File: config.mk
export PLATFORM = sky130hd
export DESIGN_NAME = gdpf_cell
export DESIGN_NICKNAME = d
export VERILOG_FILES = /design/src/hdl/gdpf_pkg.sv /design/src/hdl/gdpf_cell.sv
export SDC_FILE = /design/constraint.sdc
export NUM_CORES = 1
export LEC_CHECK = 0
export ABC_AREA = 0
export BUFFER_PORTS_ARGS = -buffer_cell sky130_fd_sc_hd__buf_2
export CAP_MARGIN = 30
export CORE_MARGIN = 4
export CORE_UTILIZATION = 50
export DETAILED_ROUTE_END_ITERATION = 8
export PLACE_DENSITY = 0.72
export RECOVER_POWER = 100
export SLEW_MARGIN = 20
export SYNTH_ARGS = -nofsm -noshare
export SYNTH_HDL_FRONTEND = slang
export SYNTH_SLANG_ARGS = --single-unit
File: constraint.sdc
create_clock -name vclk -period 13.9
set_input_delay 2.78 -clock vclk [all_inputs]
set_output_delay 2.78 -clock vclk [all_outputs]
set_load 0.02 [all_outputs]
File: src/hdl/gdpf_pkg.sv
// Shared types and constants of the grid density point filter.
// No dependencies; compile before every other file of the block.
package gdpf_pkg;

  localparam int COORD_W    = 16;
  localparam int COUNT_W    = 16;
  localparam int DROP_W     = 13;
  localparam int SHIFT_W    = 4;
  localparam int CFG_IDX_W  = 1;
  localparam int CFG_DATA_W = 16;

  localparam logic OP_LOAD  = 1'b0;
  localparam logic OP_DRAIN = 1'b1;

  localparam logic [CFG_IDX_W-1:0] CFG_CELL_SHIFT = 1'b0;
  localparam logic [CFG_IDX_W-1:0] CFG_MIN_POINTS = 1'b1;

  localparam logic [SHIFT_W-1:0] SHIFT_RESET = 4'd5;
  localparam logic [COUNT_W-1:0] MIN_RESET   = 16'd5;
  localparam logic [COUNT_W-1:0] COUNT_MAX   = 16'hFFFF;
  localparam logic [DROP_W-1:0]  DROP_LIMIT  = 13'd4096;

  typedef struct packed {
    logic                      operation;
    logic signed [COORD_W-1:0] x_coord;
    logic signed [COORD_W-1:0] y_coord;
    logic signed [COORD_W-1:0] z_coord;
  } in_item_t;

  typedef struct packed {
    logic signed [COORD_W-1:0] out_x;
    logic signed [COORD_W-1:0] out_y;
    logic signed [COORD_W-1:0] out_z;
    logic                      found;
    logic [DROP_W-1:0]         dropped;
  } out_item_t;

  typedef struct packed {
    logic signed [COORD_W-1:0] px;
    logic signed [COORD_W-1:0] py;
    logic signed [COORD_W-1:0] pz;
  } point_t;

  typedef enum logic [2:0] {
    ST_CLEAR,
    ST_IDLE,
    ST_LD_WR,
    ST_DR_FETCH,
    ST_DR_CELL,
    ST_DR_TEST
  } state_t;

endpackage

File: src/hdl/gdpf_cell.sv
// Cell locator: floor-shifts a point into grid cell coordinates and flattens them.
// Depends on gdpf_pkg.
module gdpf_cell #(
  parameter int GRID_SIDE = 64
) (
  input  logic signed [gdpf_pkg::COORD_W-1:0]         x_coord,
  input  logic signed [gdpf_pkg::COORD_W-1:0]         y_coord,
  input  logic        [gdpf_pkg::SHIFT_W-1:0]         cell_shift,
  output logic                                        in_window,
  output logic [$clog2(GRID_SIDE*GRID_SIDE)-1:0]      cell_idx
);
  import gdpf_pkg::*;

  localparam int HALF   = GRID_SIDE / 2;
  localparam int CELL_W = $clog2(GRID_SIDE * GRID_SIDE);
  localparam int AX_W   = $clog2(GRID_SIDE);
  localparam logic signed [COORD_W:0] HALF_C   = (COORD_W + 1)'(HALF);
  localparam logic        [COORD_W:0] SIDE_C   = (COORD_W + 1)'(GRID_SIDE);
  localparam logic     [CELL_W-1:0]   STRIDE_C = CELL_W'(GRID_SIDE);

  logic signed [COORD_W-1:0] sx, sy;
  logic signed [COORD_W:0]   cx, cy;

  // arithmetic shift gives the floor of the division
  assign sx = x_coord >>> cell_shift;
  assign sy = y_coord >>> cell_shift;
  assign cx = (COORD_W + 1)'(sx) + HALF_C;
  assign cy = (COORD_W + 1)'(sy) + HALF_C;

  assign in_window = !cx[COORD_W] && ($unsigned(cx) < SIDE_C) &&
                     !cy[COORD_W] && ($unsigned(cy) < SIDE_C);
  assign cell_idx  = CELL_W'(cx[AX_W-1:0]) + CELL_W'(cy[AX_W-1:0]) * STRIDE_C;

endmodule

==> results list, run 1 <==
* Count of final hold-check violations: 0
* Pin count of the biggest net entering global routing: 50
- The most common cell in the synthesized netlist is sky130_fd_sc_hd__mux2i_1.
- Sort of element at the start of the critical path: input pin
* Crit-path cells: buf_2 > clkbuf_1 > mux2i_1 > mux2i_1 > mux4_2 > ha_1 > and2_4 > xnor2_1 > or3_1 > a221o_1 > nor3_2 > clkbuf_1
- Endpoint arrival time on the critical path: 7.73 ns
- Number of standard cells after synthesis: 256
- The count of nets left with antenna violations once routing finished came out at 0.
- Relative to the synthesized area, the layout overhead comes to 4.40%.
- Cell taking the most area after synthesis: sky130_fd_sc_hd__mux4_2
* Max-slew violation count: 50
- In this run the power spent charging and discharging nets is 0.0000529 W.
* Sequential cell area: 0 sq um
* Cell types with the highest counts after synthesis: sky130_fd_sc_hd__mux2i_1, sky130_fd_sc_hd__nand2_1, sky130_fd_sc_hd__mux4_2
- The internal portion of the total power is 0.0000408 W.
- Portion of total power attributed to the clock network: 0%
* Post-synth top area share: 20.3%
- Number of global-route vias before repair: 2156
- ANT cells: 0
- After global routing the overflow that remains totals 0.
- The critical path in this run is classified as in -> out.
- For the worst setup path, the data required time is 11.12 ns.
* Final net count: 322
* Cell Count Post-Placement: 332
- Simple-gate portion of the synthesized area: 24.1%
- Fraction of layout instances using a drive strength above 1: 30.5%
- In this run the cell area of the synthesized design comes to 2220 sq um.
* Core Box Area: 4140 sq um
* Std-Cell Rows: 23
* Slowest Stage Delay on Critical Path: 1.90 ns
- Detailed routing inserted a total of 2250 vias.
- Combinational family with the most area after synthesis: multiplexers
- The final layout contains a sequential cell count of 0.
- Max-Cap Viols: 1
* Total Die Area: 5570 sq um
- Detailed Routing Iterations Pass 1: 4
- By area the synthesized netlist is led by sky130_fd_sc_hd__mux4_2, sky130_fd_sc_hd__mux2i_1, sky130_fd_sc_hd__mux4_1.
- Layout clock buffers: 0
- Cells resized by post-CTS repair: 0
* Slowest cell on the critical path: sky130_fd_sc_hd__clkbuf_1
* Sw Ratio: 56.5%
- The tightest hold path in the finished design has a slack of 6.14 ns.
- Number of antenna violations at the first check in global routing: 0
* Total placed instance area: 2330 sq um
- The synthesized netlist devotes 21.4% of its cell area to compound gates.
* Maximum VDD drop: 0.0000274 V
* Number of inserted filler cells in the final layout: 418
* Die span in x: 74.6 um
- Total DRC errors in the routed layout: 0
* Routability-driven placement congestion ratio: 0.901
- Number of port buffers: 49
* Share of synthesized area occupied by flip-flops and latches: 0%
* Aggregate global-route resource usage: 22.3%
- Dividing the detail-routed wire length by the instance count gives 18.2 um.
* Count of different cell masters after synthesis: 74
* Xor-xnor portion of the synthesized cell area: 1.58%
- Mux share of post-synthesis cell area: 41.5%
- For this run, the number of standard cells in the final layout without fillers is 332.
* Post-route clock period utilization: 75.6%
- The routed design could run at a clock period as short as 10.51 ns.
- Summed over all failing endpoints, the final setup total negative slack is 0 ns.
* Slew of the pin with the lowest slew margin: 2.69 ns
- For this block, the routed nets add up to 6.03 mm of wire.
- Post-detailed-route via-to-cell ratio: 6.78
- Initial Utilization: 53.6%
- Comb pwr share: 100.0%
* Synth warnings: 0
- Synthesis produced a netlist with a net count of 294.
- Along the worst path, the maximum fanout reaches 49.
- Worst Setup End Kind: output pin
- Once the clock tree was built, the setup fixing pass inserted 0 buffers.
- Post-Syn Area per Cell: 8.67 sq um
- DRC violation total after the first TritonRoute iteration: 227
- Run status: finished, violations left
- Maximum operating frequency: 0.0952 GHz
- Post-route standard cell area excluding fillers: 2320 sq um
- Ratio of total power to cell area: 40.4 nW/um^2
- 49 I/O pins were placed.
* First-pass GRT wire length: 10.2 mm
- Failing checks: max-capacitance violations, max-slew violations
* Slew Limit Headroom: -79.0%
- Static leakage power: 0.885 nW
- Share of total power in sequential cells: 0%
- Setup repair after global routing left no endpoint under its margin.
- Setup violations remaining at the end of the flow were counted as 0.
- Final HPWL from detailed placement: 4.54 mm
* Count of hold-fix buffers inserted at cts: 0
- Adder-Cell Fraction of Synth Area: 1.13%
- Class of the worst hold path: in -> out
- Y dimension of the die: 74.6 um
==> routing by layer <==
| metal | part of all wire (%) | global-route usage (%) | vias up | routed length, um |
|---|---|---|---|---|
| met1 | 44 | 31.2 | 1073 | 2630 |
| met2 | 49 | 38.8 | 89 | 2960 |
| met5 | 0 | 0 | - | 0 |
| met4 | 0.86 | 3.16 | 0 | 52 |
| li1 | - | - | 1082 | - |
| met3 | 6.5 | 1.34 | 6 | 389 |
==> logic make-up after synthesis <==
family	Yosys count
buffers and inverters	31
adders and majority gates	2
muxes	58
and+or+nand+nor	96
AOI/OAI and AO/OA	65
xor gates and xnor gates	4
==> critical path: cells and delay by family <==
kind | cells | cell delay, ns
muxes | 3 | 1.35
buffers and inverters | 3 | 2.22
xor gates and xnor gates | 1 | 0.11
AOI/OAI and AO/OA | 1 | 0.36
and+or+nand+nor | 3 | 0.62
adders and majority gates | 1 | 0.26
==> path summary, 6_finish.rpt <==
kind,slack (ns),to,depth (start not counted),from
min,6.14,cell_idx[6],4,cell_shift[2]
max,3.39,in_window,12,cell_shift[1]
==> power by group through the flow <==
stage | Sequential [W] | Clock, W | Combinational (W)
after floorplan | 0 | 0 | 0.0000727
after global placement | 0 | 0 | 0.0000920
after detailed placement | 0 | 0 | 0.0000932
after CTS | 0 | 0 | 0.0000935
after global routing | 0 | 0 | 0.000103
final | 0 | 0 | 0.0000937
==> layout by cell type (no fill, tap or decap), types with 3 or more instances in the layout <==
| cell | count |
|---|---|
| sky130_fd_sc_hd__and4_1 | 3 |
| sky130_fd_sc_hd__a211oi_1 | 4 |
| sky130_fd_sc_hd__inv_1 | 6 |
| sky130_fd_sc_hd__nand3_1 | 11 |
| sky130_fd_sc_hd__mux2i_1 | 25 |
| sky130_fd_sc_hd__buf_2 | 39 |
| sky130_fd_sc_hd__nand2_1 | 23 |
| sky130_fd_sc_hd__a21oi_1 | 13 |
| sky130_fd_sc_hd__nand2b_1 | 3 |
| sky130_fd_sc_hd__o21ai_0 | 10 |
| sky130_fd_sc_hd__mux4_1 | 5 |
| sky130_fd_sc_hd__clkbuf_1 | 11 |
| sky130_fd_sc_hd__nor2_1 | 17 |
| sky130_fd_sc_hd__a31oi_1 | 6 |
| sky130_fd_sc_hd__mux2_2 | 6 |
| sky130_fd_sc_hd__mux4_2 | 20 |
| sky130_fd_sc_hd__nor3_1 | 5 |
| sky130_fd_sc_hd__and2_1 | 6 |
==> metrics by stage <==
step                      total power [W]  util [%]  setup slack [ns]
final                           0.0000937      55.9              3.39
after global routing             0.000103      55.9              3.12
after CTS                       0.0000935      56.3              4.97
after detailed placement        0.0000932      56.3              4.98
after global placement          0.0000920      56.3              5.01
after floorplan                 0.0000727         -              4.95
==> layout make-up <==
class / count / area [sq um] / share of cell area, %
Inverter: 7 / 26.3 / 1.13
Tap cell: 50 / 62.6 / 2.70
Multi-Input combinational cell: 225 / 1990 / 86.0
Timing Repair Buffer: 50 / 236 / 10.2
Note: power is estimated with default switching activity, not from simulation.
==> inputs of run 2 (changes only) <==
clock period = 9.67 ns   (was 13.9 ns; I/O delays follow)
==> run 2 against run 1 <==
Compared with the run above: the run still ends with max-capacitance violations, max-slew violations left; routed wire length grew 2.5%; non-clock buffer count rose by 1; via count down 0.13%; clock-buffer cell count unchanged; cell count grew 0.30%; setup slack got worse by 1.8 ns; flip-flop and latch count unchanged; combinational power is 45% higher; global-route usage increased by 0.60 points; critical path type unchanged.
==> results list, run 2 (synthesis gave the netlist of run 1 again) <==
* Run status: finished, violations left
- Failing checks: max-capacitance violations, max-slew violations
- Static leakage power: 0.892 nW
- The worst path in the final design needs a cycle of 8.11 ns, including I/O delays and setup.
* Layout clock buffers: 0
- Max-Cap Viols: 1
* Sequential cell area: 0 sq um
- STA classifies the critical path startpoint as an input pin.
* Final HPWL from detailed placement: 4.71 mm
- Utilization after layout: 56.5%
* Class of the worst hold path: in -> out
- The initial antenna violation count was 0.
* Total DRC errors in the routed layout: 0
- The multi-input combinational cells in the finished layout cover a total of 1990 sq um.
* Total Die Area: 5570 sq um
- Comb pwr share: 100.0%
- Routability-driven placement finished with a final weighted congestion of 0.903.
* Setup violation total in the final timing report: 0
- Max-slew violation count: 36
- Of the total power, the share spent switching nets is 56.6%.
- The analysis attributes to net switching a power of 0.0000771 W.
- Power spread over the standard cell area amounts to 58.2 nW/um^2.
- The tightest hold path in the finished design has a slack of 4.47 ns.
- The number of global-route vias before repair is 2107.
- Setup CP Type: in -> out
- Crit-path cells: clkbuf_1 > mux2i_1 > mux2i_1 > mux4_2 > ha_1 > and2_4 > xnor2_1 > or3_1 > a221o_1 > nor3_2 > clkbuf_1
- Residual overflow from global routing: 0
- In this run the tightest slew margin relative to its limit is -30.8%.
- Slowest Stage Delay on Critical Path: 1.37 ns
* Largest fanout of any net on the critical path: 35
- STA puts the critical path data required time at 7.74 ns.
- At the pin with the least slew margin, the transition time is 1.96 ns.
- Cell internal power was estimated by the tool at 0.0000591 W.
- For the worst setup path, the data arrival time is 6.18 ns.
- Count of hold-fix buffers inserted at cts: 0
- After the last flow step, the layout net total stands at 323.
- Compared with the post-synthesis result, the final layout area differs by 5.52%.
* Detailed Routing Iterations Pass 1: 4
- From bottom edge to top edge, the die measures 74.6 um.
* Buffer count from post-CTS setup fixing: 0
- Top library cells by usage in the layout, fill and taps aside: sky130_fd_sc_hd__buf_2, sky130_fd_sc_hd__mux2i_1, sky130_fd_sc_hd__nand2_1
* Total number of sequential cells: 0
* Slowest cell on the critical path: sky130_fd_sc_hd__clkbuf_1
- Worst hold path startpoint: x_coord[15]
* Most common library cell in the layout ignoring fill and taps: sky130_fd_sc_hd__buf_2
* Number of port buffers: 49
* Maximum VDD drop: 0.0000398 V
- Of the cells placed in the final design, the portion with a size suffix greater than 1 is 30.7%.
- Using the TritonRoute via totals, the vias-per-cell ratio works out to 6.75.
- After clock tree synthesis, the repair step resized 0 gates.
- The floorplan step set the die width to 74.6 um.
* DRC violation total after the first TritonRoute iteration: 168
- Core Box Area: 4140 sq um
* Total via count in the routed design: 2247
- The worst hold path terminates at cell_idx[4].
- Along the worst hold path, the cell count comes to 4.
- Setup total negative slack: 0 ns
- The critical path starts at cell_shift[1].
* First-pass GRT wire length: 10.3 mm
- Pin count of the biggest net entering global routing: 45
- Of the available clock period, the critical path in the final layout requires 83.9%.
* Initial Utilization: 53.6%
- Global routing used 22.9% of the available tracks across all layers.
* Setup repair after global routing missed its margin: no
- Maximum operating frequency: 0.123 GHz
- The clock network accounts for 0% of the total power.
* ANT cells: 0
- The count of final hold-check violations was 0.
* Antenna Violating Nets Remaining: 0
- IO Count: 49
- Std-Cell Rows: 23
- After filler insertion, the fill cell instance count of the layout stands at 413.
* Total detailed-routing wirelength: 6.18 mm
- Dividing the detail-routed wire length by the instance count gives 18.6 um.
- STA classifies the critical path endpoint as an output pin.
- Share of total power in sequential cells: 0%
[run 2: cell types whose count changed in the layout (fill, tap and decap cells not counted)]
cell                       delta
sky130_fd_sc_hd__buf_2        -2
sky130_fd_sc_hd__clkbuf_1     +2
sky130_fd_sc_hd__mux2_1       -2
sky130_fd_sc_hd__mux2_2       +2
sky130_fd_sc_hd__buf_16       +1
[run 2: cell type report]
type,instances,area share (%)
multi-input cells,225,85.0
repair buffers,51,11.2
well taps,50,2.67
inverters,7,1.12
[run 2: per-stage QoR]
step	instances	power [W]	cell area (sq um)	worst slack [ns]
CTS	332	0.000135	2330	2.40
global route	333	0.000149	2340	1.36
global placement	332	0.000132	2330	2.47
finish	333	0.000136	2340	1.56
detailed placement	332	0.000134	2330	2.42
floorplan	256	0.000105	2220	2.42
[run 2: per-layer routing]
metal,vias to the layer above,share of wire [%],track usage [%]
li1,1081,-,-
met1,1080,45,32.5
met2,82,49,40.9
met3,4,5.6,0.401
met4,0,0.71,1.78
met5,-,0,0
[run 2: how the worst max path moves through the flow]
stage | endpoint | slack, ns | depth (start not counted)
2_1_floorplan | in_window | 2.42 | 15
3_3_place_gp | in_window | 2.47 | 11
3_5_place_dp | in_window | 2.42 | 11
4_1_cts | in_window | 2.40 | 11
5_1_grt | in_window | 1.36 | 11
6_report | in_window | 1.56 | 11
[run 2: power by group through the flow]
stage | clock network (W) | registers [W] | logic (W)
2_1_floorplan | 0 | 0 | 0.000105
3_3_place_gp | 0 | 0 | 0.000132
3_5_place_dp | 0 | 0 | 0.000134
4_1_cts | 0 | 0 | 0.000135
5_1_grt | 0 | 0 | 0.000149
6_report | 0 | 0 | 0.000136
[run 2: critical path: cells and delay by family]
kind            cells  cell delay [ns]
compound gates      1             0.36
xor+xnor            1             0.11
buf+inv             2             1.61
simple gates        3             0.63
mux                 3             1.23
fa+ha+maj           1             0.26
